**config.mk**
```make
export PLATFORM = sky130hd
export DESIGN_NAME = calendar_date_counter_top
export DESIGN_NICKNAME = d
export VERILOG_FILES = /design/src/hw/rtl/cal_pkg.sv /design/src/hw/rtl/cal_date_update.sv /design/src/hw/rtl/cal_weekday.sv /design/src/hw/rtl/calendar_date_counter_top.sv
export SDC_FILE = /design/constraint.sdc
export NUM_CORES = 1
export LEC_CHECK = 0
export BUFFER_PORTS_ARGS = -buffer_cell sky130_fd_sc_hd__buf_2
export CAP_MARGIN = 30
export CORE_MARGIN = 4
export CORE_UTILIZATION = 55
export DETAILED_ROUTE_END_ITERATION = 6
export HOLD_SLACK_MARGIN = 0.06
export PLACE_DENSITY = 0.75
export RECOVER_POWER = 25
export SETUP_SLACK_MARGIN = 0.5
export SLEW_MARGIN = 20
export SYNTH_ARGS = -nofsm -noshare
export SYNTH_HDL_FRONTEND = slang
export SYNTH_SLANG_ARGS = --single-unit
```
**constraint.sdc**
```tcl
create_clock -name clk -period 30.2 [get_ports clk]
set_clock_uncertainty 0.05 [all_clocks]
set_input_delay 3.02 -clock clk [delete_from_list [all_inputs] [get_ports clk]]
set_output_delay 3.02 -clock clk [all_outputs]
set_load 0.03 [all_outputs]
```
**src/hw/rtl/cal_pkg.sv**
```systemverilog
// ----------------------------------------------------------------------------
// Calendar date counter package
// Shared types, constants and date arithmetic helpers.
// ----------------------------------------------------------------------------
package cal_pkg;

    // command codes, carried on the input tuser
    typedef enum logic [1:0] {
        CMD_SET     = 2'd0,
        CMD_ADVANCE = 2'd1,
        CMD_READ    = 2'd2,
        CMD_SPARE   = 2'd3
    } cmd_t;

    // one calendar date
    typedef struct packed {
        logic [13:0] year;
        logic [3:0]  month;
        logic [4:0]  day;
    } date_t;

    // one input item
    typedef struct packed {
        cmd_t        cmd;
        logic [4:0]  new_day;
        logic [3:0]  new_month;
        logic [13:0] new_year;
    } item_t;

    localparam logic [13:0] YEAR_MIN    = 14'd1;
    localparam logic [13:0] YEAR_MAX    = 14'd9999;
    localparam logic [13:0] YEAR_RESET  = 14'd2000;
    localparam logic [13:0] SWITCH_YEAR = 14'd1916;
    localparam logic [3:0]  MONTH_JAN   = 4'd1;
    localparam logic [3:0]  MONTH_FEB   = 4'd2;
    localparam logic [3:0]  MONTH_MAR   = 4'd3;
    localparam logic [3:0]  MONTH_APR   = 4'd4;
    localparam logic [3:0]  MONTH_DEC   = 4'd12;
    localparam logic [3:0]  MONTH_WRAP  = 4'd12;
    localparam logic [4:0]  DAY_ONE     = 5'd1;
    localparam logic [4:0]  SWITCH_DAY  = 5'd14;
    localparam logic [4:0]  DAY_LAST    = 5'd31;

    // reciprocal of 25 scaled by 2^18, exact floor for inputs below 43690
    localparam logic [27:0] RECIP25     = 28'd10486;
    localparam int          RECIP25_SH  = 18;

    localparam date_t DATE_RESET = '{year: YEAR_RESET, month: MONTH_JAN, day: DAY_ONE};

    // floor(y / 25) by multiply and shift
    function automatic logic [9:0] div25(input logic [13:0] y);
        logic [27:0] prod;
        prod = {14'd0, y} * RECIP25;
        return prod[RECIP25_SH +: 10];
    endfunction

    // y is a multiple of 25
    function automatic logic is_mult25(input logic [13:0] y);
        logic [9:0]  q;
        logic [13:0] back;
        q    = div25(y);
        back = {q, 4'd0} + {1'b0, q, 3'd0} + {4'd0, q};
        return back == y;
    endfunction

    // julian rule up to the switch year, gregorian after
    function automatic logic leap_year(input logic [13:0] y);
        logic by4;
        by4 = (y[1:0] == 2'd0);
        if (y <= SWITCH_YEAR)
            return by4;
        return by4 && (!is_mult25(y) || (y[3:0] == 4'd0));
    endfunction

    function automatic logic [4:0] month_length(input logic [3:0] m, input logic [13:0] y);
        logic [4:0] len;
        unique case (m)
            4'd2:                   len = leap_year(y) ? 5'd29 : 5'd28;
            4'd4, 4'd6, 4'd9, 4'd11: len = 5'd30;
            default:                len = 5'd31;
        endcase
        return len;
    endfunction

    // floor(13 * (m + 1) / 5) for the shifted months 3..14
    function automatic logic [5:0] zeller_month_term(input logic [3:0] m);
        logic [5:0] t;
        unique case (m)
            4'd3:    t = 6'd10;
            4'd4:    t = 6'd13;
            4'd5:    t = 6'd15;
            4'd6:    t = 6'd18;
            4'd7:    t = 6'd20;
            4'd8:    t = 6'd23;
            4'd9:    t = 6'd26;
            4'd10:   t = 6'd28;
            4'd11:   t = 6'd31;
            4'd12:   t = 6'd33;
            4'd13:   t = 6'd36;
            4'd14:   t = 6'd39;
            default: t = 6'd0;
        endcase
        return t;
    endfunction

endpackage

```
**src/hw/rtl/cal_date_update.sv**
```systemverilog
// ----------------------------------------------------------------------------
// Calendar date update stage
// Holds the current date and applies set, advance or read for each item.
// ----------------------------------------------------------------------------
module cal_date_update (
    input  logic            clk,
    input  logic            rst_n,
    input  logic            in_valid,
    output logic            in_ready,
    input  cal_pkg::item_t  in_item,
    output logic            out_valid,
    input  logic            out_ready,
    output cal_pkg::date_t  out_date
);

    cal_pkg::date_t date_reg;
    cal_pkg::date_t date_next;
    logic           vld_reg;
    logic           vld_next;
    logic           fire;

    logic [13:0] set_year;
    logic [3:0]  set_month;
    logic [4:0]  set_len;
    logic [4:0]  set_day_chk;
    logic [4:0]  set_day;
    logic [4:0]  cur_len;

    // stage handshake
    assign in_ready  = !vld_reg || out_ready;
    assign fire      = in_valid && in_ready;
    assign out_valid = vld_reg;
    assign out_date  = date_reg;

    // set path: clamp year, fix month and day, then the april gap
    always_comb
    begin
        if (in_item.new_year == 14'd0)
            set_year = cal_pkg::YEAR_MIN;
        else if (in_item.new_year > cal_pkg::YEAR_MAX)
            set_year = cal_pkg::YEAR_MAX;
        else
            set_year = in_item.new_year;

        if (in_item.new_month == 4'd0 || in_item.new_month > cal_pkg::MONTH_DEC)
            set_month = cal_pkg::MONTH_JAN;
        else
            set_month = in_item.new_month;

        set_len = cal_pkg::month_length(set_month, set_year);

        if (in_item.new_day == 5'd0 || in_item.new_day > set_len)
            set_day_chk = cal_pkg::DAY_ONE;
        else
            set_day_chk = in_item.new_day;

        if (set_year == cal_pkg::SWITCH_YEAR && set_month == cal_pkg::MONTH_APR
            && set_day_chk < cal_pkg::SWITCH_DAY)
            set_day = cal_pkg::SWITCH_DAY;
        else
            set_day = set_day_chk;
    end

    // next date
    always_comb
    begin
        cur_len   = cal_pkg::month_length(date_reg.month, date_reg.year);
        date_next = date_reg;
        unique case (in_item.cmd)
            cal_pkg::CMD_SET:
            begin
                date_next.year  = set_year;
                date_next.month = set_month;
                date_next.day   = set_day;
            end
            cal_pkg::CMD_ADVANCE:
            begin
                priority if (date_reg.year == cal_pkg::SWITCH_YEAR
                             && date_reg.month == cal_pkg::MONTH_MAR
                             && date_reg.day == cal_pkg::DAY_LAST)
                begin
                    date_next.day   = cal_pkg::SWITCH_DAY;
                    date_next.month = cal_pkg::MONTH_APR;
                end
                else if (date_reg.day < cur_len)
                begin
                    date_next.day = date_reg.day + 5'd1;
                end
                else if (date_reg.month < cal_pkg::MONTH_DEC)
                begin
                    date_next.day   = cal_pkg::DAY_ONE;
                    date_next.month = date_reg.month + 4'd1;
                end
                else if (date_reg.year < cal_pkg::YEAR_MAX)
                begin
                    date_next.day   = cal_pkg::DAY_ONE;
                    date_next.month = cal_pkg::MONTH_JAN;
                    date_next.year  = date_reg.year + 14'd1;
                end
                else
                begin
                    date_next = date_reg;
                end
            end
            default:
            begin
                date_next = date_reg;
            end
        endcase
    end

    // valid flag
    always_comb
    begin
        if (fire)
            vld_next = 1'b1;
        else if (out_ready)
            vld_next = 1'b0;
        else
            vld_next = vld_reg;
    end

    // date and valid registers
    always_ff @(posedge clk or negedge rst_n)
    begin
        if (!rst_n)
        begin
            date_reg <= cal_pkg::DATE_RESET;
            vld_reg  <= 1'b0;
        end
        else
        begin
            vld_reg <= vld_next;
            if (fire)
                date_reg <= date_next;
        end
    end

    // the date only changes when an item enters
    a_date_hold: assert property (@(posedge clk) disable iff (!rst_n)
        !fire |=> $stable(date_reg))
        else $error("date changed without an item");

    a_month_range: assert property (@(posedge clk) disable iff (!rst_n)
        date_reg.month != 4'd0 && date_reg.month <= cal_pkg::MONTH_DEC)
        else $error("month out of range");

    a_day_range: assert property (@(posedge clk) disable iff (!rst_n)
        date_reg.day != 5'd0
        && date_reg.day <= cal_pkg::month_length(date_reg.month, date_reg.year))
        else $error("day out of range");

    a_year_range: assert property (@(posedge clk) disable iff (!rst_n)
        date_reg.year != 14'd0 && date_reg.year <= cal_pkg::YEAR_MAX)
        else $error("year out of range");

endmodule

```
**src/hw/rtl/cal_weekday.sv**
```systemverilog
// ----------------------------------------------------------------------------
// Calendar weekday stages
// Zeller sum in one stage, mod 7 and result register in the next.
// ----------------------------------------------------------------------------
module cal_weekday (
    input  logic            clk,
    input  logic            rst_n,
    input  logic            in_valid,
    output logic            in_ready,
    input  cal_pkg::date_t  in_date,
    output logic            out_valid,
    input  logic            out_ready,
    output cal_pkg::date_t  out_date,
    output logic [2:0]      out_weekday
);

    logic           s3_vld_reg;
    logic           s3_vld_next;
    cal_pkg::date_t s3_date_reg;
    logic [14:0]    s3_sum_reg;
    logic [14:0]    s3_sum_next;
    logic           out_vld_reg;
    logic           out_vld_next;
    cal_pkg::date_t out_date_reg;
    logic [2:0]     out_wd_reg;
    logic [2:0]     out_wd_next;

    logic        s3_ready;
    logic        s4_ready;
    logic        s3_fire;
    logic        s4_fire;

    logic [3:0]  zm;
    logic [13:0] zy;
    logic [11:0] zy4;
    logic [9:0]  zy100;
    logic [9:0]  zy400;

    logic [5:0]  fold1;
    logic [3:0]  fold2;
    logic [2:0]  rem7;

    // stage handshake
    assign s4_ready    = !out_vld_reg || out_ready;
    assign s3_ready    = !s3_vld_reg || s4_ready;
    assign in_ready    = s3_ready;
    assign s3_fire     = in_valid && s3_ready;
    assign s4_fire     = s3_vld_reg && s4_ready;
    assign out_valid   = out_vld_reg;
    assign out_date    = out_date_reg;
    assign out_weekday = out_wd_reg;

    // zeller sum: jan and feb count as months 13 and 14 of the year before
    always_comb
    begin
        if (in_date.month < cal_pkg::MONTH_MAR)
        begin
            zm = in_date.month + 4'd12;
            zy = in_date.year - 14'd1;
        end
        else
        begin
            zm = in_date.month;
            zy = in_date.year;
        end
        zy4   = zy[13:2];
        zy100 = cal_pkg::div25({2'd0, zy4});
        zy400 = cal_pkg::div25({4'd0, zy[13:4]});
        s3_sum_next = {10'd0, in_date.day} + {9'd0, cal_pkg::zeller_month_term(zm)}
                    + {1'b0, zy} + {3'd0, zy4} + {5'd0, zy400} - {5'd0, zy100};
    end

    // sum mod 7 by folding octal digits, then shift so monday is 1
    always_comb
    begin
        fold1 = {3'd0, s3_sum_reg[2:0]} + {3'd0, s3_sum_reg[5:3]}
              + {3'd0, s3_sum_reg[8:6]} + {3'd0, s3_sum_reg[11:9]}
              + {3'd0, s3_sum_reg[14:12]};
        fold2 = {1'b0, fold1[2:0]} + {1'b0, fold1[5:3]};
        if (fold2 >= 4'd7)
            rem7 = 3'(fold2 - 4'd7);
        else
            rem7 = fold2[2:0];
        if (rem7 >= 3'd2)
            out_wd_next = rem7 - 3'd1;
        else
            out_wd_next = rem7 + 3'd6;
    end

    // valid flags
    always_comb
    begin
        if (s3_fire)
            s3_vld_next = 1'b1;
        else if (s4_ready)
            s3_vld_next = 1'b0;
        else
            s3_vld_next = s3_vld_reg;

        if (s4_fire)
            out_vld_next = 1'b1;
        else if (out_ready)
            out_vld_next = 1'b0;
        else
            out_vld_next = out_vld_reg;
    end

    // control registers
    always_ff @(posedge clk or negedge rst_n)
    begin
        if (!rst_n)
        begin
            s3_vld_reg  <= 1'b0;
            out_vld_reg <= 1'b0;
        end
        else
        begin
            s3_vld_reg  <= s3_vld_next;
            out_vld_reg <= out_vld_next;
        end
    end

    // payload registers
    always_ff @(posedge clk)
    begin
        if (s3_fire)
        begin
            s3_date_reg <= in_date;
            s3_sum_reg  <= s3_sum_next;
        end
        if (s4_fire)
        begin
            out_date_reg <= s3_date_reg;
            out_wd_reg   <= out_wd_next;
        end
    end

    a_weekday_range: assert property (@(posedge clk) disable iff (!rst_n)
        out_vld_reg |-> (out_wd_reg != 3'd0))
        else $error("weekday out of range");

    a_date_moves: assert property (@(posedge clk) disable iff (!rst_n)
        s4_fire |=> (out_date_reg == $past(s3_date_reg)))
        else $error("date lost between stages");

endmodule

```
**src/hw/rtl/calendar_date_counter_top.sv**
```systemverilog
// ----------------------------------------------------------------------------
// Calendar date counter
// Keeps a date and returns it with its weekday after every command.
// ----------------------------------------------------------------------------
// Input channel s_*: one item per command. tuser carries the command
// (set date, advance one day, read; the spare code reads), tdata carries
// the day, month and year used by a set command.
// Output channel m_*: one item per command with the date after the command
// and its weekday, 1 for Monday through 7 for Sunday.
// Path: an accepted item passes the input register, date register, Zeller
// sum register and result register before m_tvalid rises.
// Throughput: one item per cycle while m_tready is high; the date update is a
// loop around the date register and the weekday follows in two more stages.
// Reset: the date returns to 1.1.2000 and all stages empty.
// Stall: while m_tready is low the result holds; the stages behind it keep
// filling, and s_tready drops only once all four stages hold an item.
// ----------------------------------------------------------------------------
module calendar_date_counter_top (
    input  logic        clk,
    input  logic        rst_n,
    input  logic        s_tvalid,
    output logic        s_tready,
    input  logic [23:0] s_tdata,   // new_day[4:0], new_month[8:5], new_year[22:9], zero
    input  logic [1:0]  s_tuser,   // command[1:0]
    output logic        m_tvalid,
    input  logic        m_tready,
    output logic [31:0] m_tdata    // cur_day[4:0], cur_month[8:5], cur_year[22:9],
                                   // weekday[25:23], zero
);

    logic            in_vld_reg;
    logic            in_vld_next;
    cal_pkg::item_t  in_item_reg;
    logic            s_fire;

    logic            upd_ready;
    logic            upd_valid;
    cal_pkg::date_t  upd_date;
    logic            wd_ready;
    cal_pkg::date_t  res_date;
    logic [2:0]      res_weekday;

    // input register handshake
    assign s_tready = !in_vld_reg || upd_ready;
    assign s_fire   = s_tvalid && s_tready;

    always_comb
    begin
        if (s_fire)
            in_vld_next = 1'b1;
        else if (upd_ready)
            in_vld_next = 1'b0;
        else
            in_vld_next = in_vld_reg;
    end

    always_ff @(posedge clk or negedge rst_n)
    begin
        if (!rst_n)
            in_vld_reg <= 1'b0;
        else
            in_vld_reg <= in_vld_next;
    end

    // input payload
    always_ff @(posedge clk)
    begin
        if (s_fire)
        begin
            in_item_reg.cmd       <= cal_pkg::cmd_t'(s_tuser);
            in_item_reg.new_day   <= s_tdata[4:0];
            in_item_reg.new_month <= s_tdata[8:5];
            in_item_reg.new_year  <= s_tdata[22:9];
        end
    end

    // date state and command
    cal_date_update u_update (
        .clk       (clk),
        .rst_n     (rst_n),
        .in_valid  (in_vld_reg),
        .in_ready  (upd_ready),
        .in_item   (in_item_reg),
        .out_valid (upd_valid),
        .out_ready (wd_ready),
        .out_date  (upd_date)
    );

    // weekday and result register
    cal_weekday u_weekday (
        .clk         (clk),
        .rst_n       (rst_n),
        .in_valid    (upd_valid),
        .in_ready    (wd_ready),
        .in_date     (upd_date),
        .out_valid   (m_tvalid),
        .out_ready   (m_tready),
        .out_date    (res_date),
        .out_weekday (res_weekday)
    );

    // pack result
    assign m_tdata = {6'd0, res_weekday, res_date.year, res_date.month, res_date.day};

endmodule

```
# ---- After elaboration in Yosys (flattened, before gate mapping)
# Memory sizes are Yosys's and may differ from the RTL's.
# Index checks and enable logic that the tools add are counted.
dict set report totals {
  reg_bits 116
  mem_count 1
  latchBits 0
  ram_bits 0
  mem_bits_ro 96
  input_bits 30
}
dict set report op_classes {
  n_shift 0
  n_addsub 22
  div 0
  magnitude_cmp 12
  eq_ne 24
  muxes 39
  reduce_logical 42
  bitwise_logic 0
  multipliers 4
}
# memory words width rd rd_clocked_by_memory_dff write_ports line_no
set memory_table {}
lappend memory_table {{(no name shown)} 16 6 1 0 0 cal_pkg.sv:88} ;# unique case (m)
# cell count
set ops {}
lappend ops {{two-way mux 14 bit} 5}
lappend ops {{multiplier 14 x 13 -> 27 bit (second input constant)} 2}
lappend ops {{one-hot mux 23 bit (2 select lines)} 1}
lappend ops {{adder 14 x 10 -> 14 bit} 2}
lappend ops {{adder 14 x 13 -> 14 bit} 2}
lappend ops {{== test 14 x 11 -> 1 bit (second input constant)} 2}
lappend ops {{== test 14 bit} 2}
lappend ops {{less-or-equal comparator 14 x 11 -> 1 bit (second input constant)} 2}
lappend ops {{multiplier 12 x 13 -> 25 bit (second input constant)} 1}
lappend ops {{multiplier 10 x 13 -> 23 bit (second input constant)} 1}
lappend ops {{two-way mux 23 bit} 1}
lappend ops {{two-way mux 1 bit} 20}
lappend ops {{one-hot mux 5 bit (2 select lines)} 2}
lappend ops {{adder 6 x 3 -> 6 bit} 3}
lappend ops {{two-way mux 18 bit} 1}
lappend ops {{two-way mux 9 bit} 2}
lappend ops {{== test 4 x 3 -> 1 bit (second input constant)} 4}
lappend ops {{== test 4 bit (second input constant)} 4}
lappend ops {{adder 15 x 12 -> 15 bit} 1}
lappend ops {{adder 15 x 14 -> 15 bit} 1}
lappend ops {{adder 15 x 6 -> 15 bit} 1}
lappend ops {{two-way mux 5 bit} 3}
lappend ops {{subtractor 15 x 8 -> 15 bit} 1}
lappend ops {{adder 14 x 1 -> 14 bit (second input constant)} 1}
lappend ops {{other kinds (41)} 78}

# ---- Depth between registers and ports, before layout
dict set report logic_depth {
  depth_word 21
  mapped_depth 45
  mapped_depth_nobuf 45
}

# ---- Cells and area by module
# From an unflattened synthesis, not the netlist that was laid out.
dict set report unflattened {
  cells_unflattened 2039
  hier_area_um2 20029.2
}
# mod area_per_inst_um2 n_inst seq_area_each_um2 cells_per_inst
set by_module_without_submodules {}
lappend by_module_without_submodules {cal_date_update 10847.9 1 610.6 1194}
lappend by_module_without_submodules {cal_weekday 8328.0 1 1971.9 809}
lappend by_module_without_submodules {calendar_date_counter_top 853.3 1 775.7 36}

# ---- Least setup slack after synthesis
# No wires, ideal clock.
dict set report synth_path {
  kind {flip-flop to flip-flop}
  startpoint {register in_item_reg[7] (netlist name)}
  endpoint {register u_update.date_reg, in the netlist u_update.out_date[1]}
  required_time_ns 30.025
  setup_time_ns 0.125
  stages_incl_launch_ff 44
  synth_period_minus_slack_ns 10.185
  path_buffers 0
  arrival_time_ns 10.011
  setup_slack_ns 20.015
  path_cell_list {edfxtp_1 -> nor4_1 -> o21ai_0 -> a21boi_0 -> inv_1 -> fa_1 -> inv_1 -> ha_1 -> ha_1 -> fa_1 -> inv_1 -> fa_1 -> inv_1 -> ha_1 -> a21o_1 -> a21o_1 -> a21o_1 -> a221oi_1 -> [8 not listed] -> nor2b_1 -> o21ai_0 -> a21boi_0 -> o31ai_1 -> a21oi_1 -> nand4b_1 -> nor4_1 -> o2111a_1 -> a31oi_1 -> ha_1 -> a21oi_1 -> o21ai_1 -> nand2_1 -> nand3_1 -> inv_1 -> a211oi_1 -> o22ai_1 -> mux2_2}
}
dict set report synth_between {
  elab_chain_len 21
}
# item line_no
set synth_rtl {}
lappend synth_rtl {{from (decl)} calendar_date_counter_top.sv:33} ;# cal_pkg::item_t in_item_reg;
lappend synth_rtl {{greater-than comparator 14 bit} cal_date_update.sv:40} ;# else if (in_item.new_year > cal_pkg::YEAR_MAX)
lappend synth_rtl {{two-way mux 14 bit} cal_date_update.sv:40}
lappend synth_rtl {{two-way mux 14 bit *} cal_date_update.sv:38} ;# if (in_item.new_year == 14'd0)
lappend synth_rtl {{multiplier 14 x 13 -> 27 bit} cal_pkg.sv:53} ;# prod = {14'd0, y} * RECIP25;
lappend synth_rtl {{adder 14 x 13 -> 14 bit} cal_pkg.sv:62} ;# back = {q, 4'd0} + {1'b0, q, 3'd0} + {4'd0, q};
lappend synth_rtl {{adder 14 x 10 -> 14 bit} cal_pkg.sv:62}
lappend synth_rtl {{== test 14 bit} cal_pkg.sv:63} ;# return back == y;
lappend synth_rtl {{logical NOT 1 bit} cal_pkg.sv:72} ;# return by4 && (!is_mult25(y) || (y[3:0] == 4'd0));
lappend synth_rtl {{[5 not listed]} --}
lappend synth_rtl {{one-hot mux 5 bit (2 select lines)} cal_pkg.sv:77} ;# unique case (m)
lappend synth_rtl {{greater-than comparator 5 bit} cal_date_update.sv:52} ;# if (in_item.new_day == 5'd0 || in_item.new_day > set_len)
lappend synth_rtl {{logical OR 1 bit} cal_date_update.sv:52}
lappend synth_rtl {{two-way mux 5 bit} cal_date_update.sv:52}
lappend synth_rtl {{less-than comparator 5 x 4 -> 1 bit} cal_date_update.sv:58} ;# && set_day_chk < cal_pkg::SWITCH_DAY)
lappend synth_rtl {{logical AND 1 bit} cal_date_update.sv:58}
lappend synth_rtl {{two-way mux 5 bit *} cal_date_update.sv:57} ;# if (set_year == cal_pkg::SWITCH_YEAR && set_month == cal_pkg::MONTH_APR
lappend synth_rtl {{one-hot mux 23 bit (2 select lines) *} cal_date_update.sv:69} ;# unique case (in_item.cmd)
lappend synth_rtl {{to (signal assigned)} cal_date_update.sv:128} ;# date_reg <= cal_pkg::DATE_RESET;
lappend synth_rtl {{to (signal assigned)} cal_date_update.sv:135} ;# date_reg <= date_next;
lappend synth_rtl {{to (decl)} cal_date_update.sv:16} ;# cal_pkg::date_t date_reg;
# Every way passes the cells marked *; elsewhere a longest branch is shown, timed or not. The select of a mux whose other input is x is not followed.
# A chain may end at the register's enable or synchronous reset.

# ---- Worst setup path after layout
dict set report layout_path {
  startpoint {register u_update.date_reg, in the netlist u_update.out_date[10]}
  endpoint {register u_weekday.s3_sum_reg[13], data pin}
}
dict set report layout_between {
  elab_chain_len 6
}
# item line_no
set layout_rtl {}
lappend layout_rtl {{subtractor 14 x 1 -> 14 bit} cal_weekday.sv:59} ;# zy = in_date.year - 14'd1;
lappend layout_rtl {{two-way mux 14 bit *} cal_weekday.sv:56} ;# if (in_date.month < cal_pkg::MONTH_MAR)
lappend layout_rtl {{adder 15 x 14 -> 15 bit} cal_weekday.sv:70} ;# + {1'b0, zy} + {3'd0, zy4} + {5'd0, zy400} - {5'd0, zy100};
lappend layout_rtl {{adder 15 x 12 -> 15 bit} cal_weekday.sv:70}
lappend layout_rtl {{adder 15 x 6 -> 15 bit} cal_weekday.sv:70}
lappend layout_rtl {{subtractor 15 x 8 -> 15 bit *} cal_weekday.sv:70}
lappend layout_rtl {{via u_weekday.s3_sum_next[13]} cal_weekday.sv:21} ;# logic [14:0] s3_sum_next;
lappend layout_rtl {{to (signal assigned)} cal_weekday.sv:129} ;# s3_sum_reg <= s3_sum_next;
lappend layout_rtl {{to (decl)} cal_weekday.sv:20} ;# logic [14:0] s3_sum_reg;
# Mark *: on every way through the listed nets, which the timed path passes. The rest lies on a longest branch.

==> run summary <==
=======================================================================================
Core Rows ................................................................           68
Total Routing Usage GR ...................................................        24.1%
Mean area per synthesized cell ...........................................    10.0 um^2
Number of antenna violations at the first check in global routing ........            1
Achievable frequency .....................................................     81.5 MHz
Most repeated cell in the gate-level netlist after synthesis ............. sky130_fd_sc_hd__inv_1
Cts hold-fix bufs ........................................................            0
Area of the die ..........................................................   38600 um^2
Skew-Pair Late Insertion Delay ...........................................      0.44 ns
Cell area after technology mapping .......................................   19500 um^2
Setup TNS ................................................................         0 ns
Synth Area in Compound Gates .............................................        9.86%
Count of buffers inserted at the top-level ports .........................           56
Count of different cell masters after synthesis ..........................           79
Most used flip-flop cell after synthesis ................................. sky130_fd_sc_hd__edfxtp_1
Critical Path Source Type ................................................    flip-flop
Number of fill cells in the layout .......................................         2826
Main combinational cell family by area after synthesis ...................  adder cells
Chip width ...............................................................       197 um
Total number of cells along the worst setup path .........................           40
Area added between synthesis and finish ..................................        7.52%
R2R cell count ...........................................................           40
Cts bufs inserted ........................................................           17
Via total after detailed routing .........................................        14000
Post-synthesis share of cell area spent on and, or, nand and nor gates ...        8.19%
Top fanout value on the critical path ....................................           12
Biggest cell delay along the critical path ...............................      0.63 ns
Crit path max-delay cell type ............................................ sky130_fd_sc_hd__a2111oi_0
Headroom to the max-slew limit ...........................................        28.0%
Adder-cell share of the synthesized area .................................        50.4%
Finish-stage setup viols .................................................            0
Number of violations reported at the end of detailed-routing iteration 0 .          936
Final min period .........................................................     12.27 ns
Crit Reg-Reg Startpoint .................................................. u_update.out_date[10]$_DFFE_PN0P_
Antenna-violating nets left ..............................................            0
Global placement routability congestion ..................................        0.921
Cell accounting for the most synthesized area ............................ sky130_fd_sc_hd__ha_1
Worst setup path startpoint .............................................. u_update.out_date[10]$_DFFE_PN0P_
Buffer type at the clock tree root ....................................... sky130_fd_sc_hd__clkbuf_16
Mapped Cells .............................................................         1949
Req. time, crit path .....................................................     30.33 ns
Post-layout nets .........................................................         2704
Share of the yosys chip area belonging to registers ......................        17.2%
Vias per std cell ........................................................         5.62
Core outline area ........................................................   34800 um^2
Top cells by instance count after synthesis .............................. sky130_fd_sc_hd__inv_1, sky130_fd_sc_hd__ha_1, sky130_fd_sc_hd__fa_1
Endpoint kind of the worst setup timing path .............................    flip-flop
Io pins ..................................................................           64
Cell type with the highest occurrence count on the critical path ......... sky130_fd_sc_hd__fa_1
Max Cap Violations .......................................................            0
Synth Warn # .............................................................            0
Xor-xnor portion of the synthesized cell area ............................        4.93%
Count of pins over their slew limit ......................................            0
Number of setup buffers added after CTS ..................................            0
WL per Instance ..........................................................      18.0 um
Maximum number of pins on one net before global-route repair .............           39
HP Class ................................................................. flip-flop to flip-flop
Post-CTS sizing ..........................................................            0
Family with the most delay on the worst path .............................  adder cells
Share of post-route cells with drive strength above 1 ....................        5.90%
Final HPWL DP ............................................................     36900 um
Transition time of the tightest slew-check pin ...........................      1.08 ns
Overflow left after global routing .......................................            0
Vias in the first global route ...........................................        15100
Share of Yosys cell area claimed by the top area cell type ...............        27.3%
Die height ...............................................................       197 um
Number of detailed-route iterations in the first pass ....................            7
RSZ-0062 raised after global routing .....................................        false
Initial Util .............................................................        56.2%
Wire length reported by the detailed router ..............................     44800 um
Start point of the worst min-delay path .................................. u_weekday.s3_date_reg[20]$_DFFE_PP_
Number of flip-flops under the largest register name .....................           25
Remaining design rule violation count ....................................            0
Clock tree buffer depth ..................................................            2
TritonCTS clock tree .....................................................        built
Number of H-tree branching levels ........................................            4
CP Class ................................................................. flip-flop to flip-flop
Hold Fails Final Rpt .....................................................            0
Share of synthesized flip-flops with an asynchronous set or reset ........        23.3%
Fraction of synthesized area in multiplexers .............................       0.378%
Result of the run ........................................................    completed
Ranking of synthesized cells by area ..................................... sky130_fd_sc_hd__ha_1, sky130_fd_sc_hd__fa_1, sky130_fd_sc_hd__edfxtp_1, sky130_fd_sc_hd__inv_1, sky130_fd_sc_hd__xnor2_1
CTS clock-pin slew for the worst setup and hold paths ....................      0.07 ns
Hold Path Depth ..........................................................            0
WP data arrival ..........................................................     12.40 ns
Total number of clock tree sinks .........................................          116
Wire length of the first global-routing pass .............................     74800 um
Synth Register Bits ......................................................          116
Buffering stage count on the worst path with inverters included ..........            7
EDFF count, synth ........................................................           89
Final worst path period share ............................................        40.6%
=======================================================================================
layout by cell type (no fill, tap or decap), types with 32 or more instances in the layout:
master                     count
sky130_fd_sc_hd__o21ai_0      52
sky130_fd_sc_hd__edfxtp_1     89
sky130_fd_sc_hd__buf_2        56
sky130_fd_sc_hd__xnor2_1      78
sky130_fd_sc_hd__a21oi_1      75
sky130_fd_sc_hd__ha_1        426
sky130_fd_sc_hd__nand2_1      89
sky130_fd_sc_hd__a21o_1       33
sky130_fd_sc_hd__nand3_1      38
sky130_fd_sc_hd__fa_1        226
sky130_fd_sc_hd__inv_1       437
sky130_fd_sc_hd__nor2_1       48
sky130_fd_sc_hd__xor2_1       32
worst paths after layout:
| path | to | slack (ns) |
|---|---|---|
| min reg2reg | u_weekday.out_date[20]$_DFFE_PP_ | 0.36 |
| min | u_weekday.out_date[20]$_DFFE_PP_ | 0.36 |
| max | u_weekday.s3_sum_reg[13]$_DFFE_PP_ | 17.93 |
| max reg2reg | u_weekday.s3_sum_reg[13]$_DFFE_PP_ | 17.93 |
| max in group asynchronous | u_update.out_date[4]$_DFFE_PN0P_ | 27.10 |
| min in group asynchronous | u_update.out_date[20]$_DFFE_PN0P_ | 2.56 |
routing by layer:
metal / vias to the layer above / track usage (%) / share of wire [%]
met3: 85 / 3.68 / 5.3
met4: 0 / 8.35 / 3.4
met2: 413 / 41.5 / 49
li1: 6662 / - / -
met5: - / 0 / 0
met1: 6850 / 31.2 / 42
worst reg2reg max path: cells and delay by family (launching register included):
| family | cells | cell delay [ns] |
|---|---|---|
| simple gates | 5 | 0.62 |
| flops | 1 | 0.33 |
| buf+inv | 7 | 1.49 |
| xor+xnor | 3 | 0.59 |
| fa+ha+maj | 11 | 5.30 |
| compound gates | 14 | 3.65 |
per-stage QoR:
| stage | std cells | util [%] | hold WS (ns) | setup WS (ns) | area (um^2) |
|---|---|---|---|---|---|
| 5_1_grt | 2490 | 60.4 | 0.373 | 17.26 | 21000 |
| 3_3_place_gp | 2455 | 58.7 | 0.352 | 18.48 | 20400 |
| 4_1_cts | 2488 | 60.3 | 0.365 | 18.20 | 21000 |
| 6_report | 2491 | 60.4 | 0.358 | 17.93 | 21000 |
| 3_5_place_dp | 2456 | 58.7 | 0.355 | 18.24 | 20400 |
| 2_1_floorplan | 1954 | - | 0.350 | 20.01 | 19600 |
logic make-up (layout without fill, tap and decap cells):
| kind of cell | count (synthesis) | count (layout) |
|---|---|---|
| other | 1 | 7 |
| xor gates and xnor gates | 110 | 110 |
| muxes | 7 | 7 |
| and+or+nand+nor | 311 | 311 |
| DFF | 116 | 116 |
| buffers and inverters | 463 | 544 |
| adders and majority gates | 652 | 652 |
| AOI/OAI and AO/OA | 289 | 289 |
final cells by class:
cell class / instances / area, um^2 / area share (%)
Timing Repair Buffer: 75 / 428 / 2.04
Antenna cell: 1 / 2.50 / 0.0119
Clock inverter: 2 / 13.8 / 0.0655
Sequential cell: 116 / 3360 / 16.0
Multi-Input combinational cell: 1375 / 14400 / 68.7
Inverter: 437 / 1640 / 7.81
Tap cell: 455 / 569 / 2.71
Clock buffer: 30 / 557 / 2.65
Power is not shown: default switching activity piles up to over one toggle a cycle in this logic, so the estimate is an artifact.
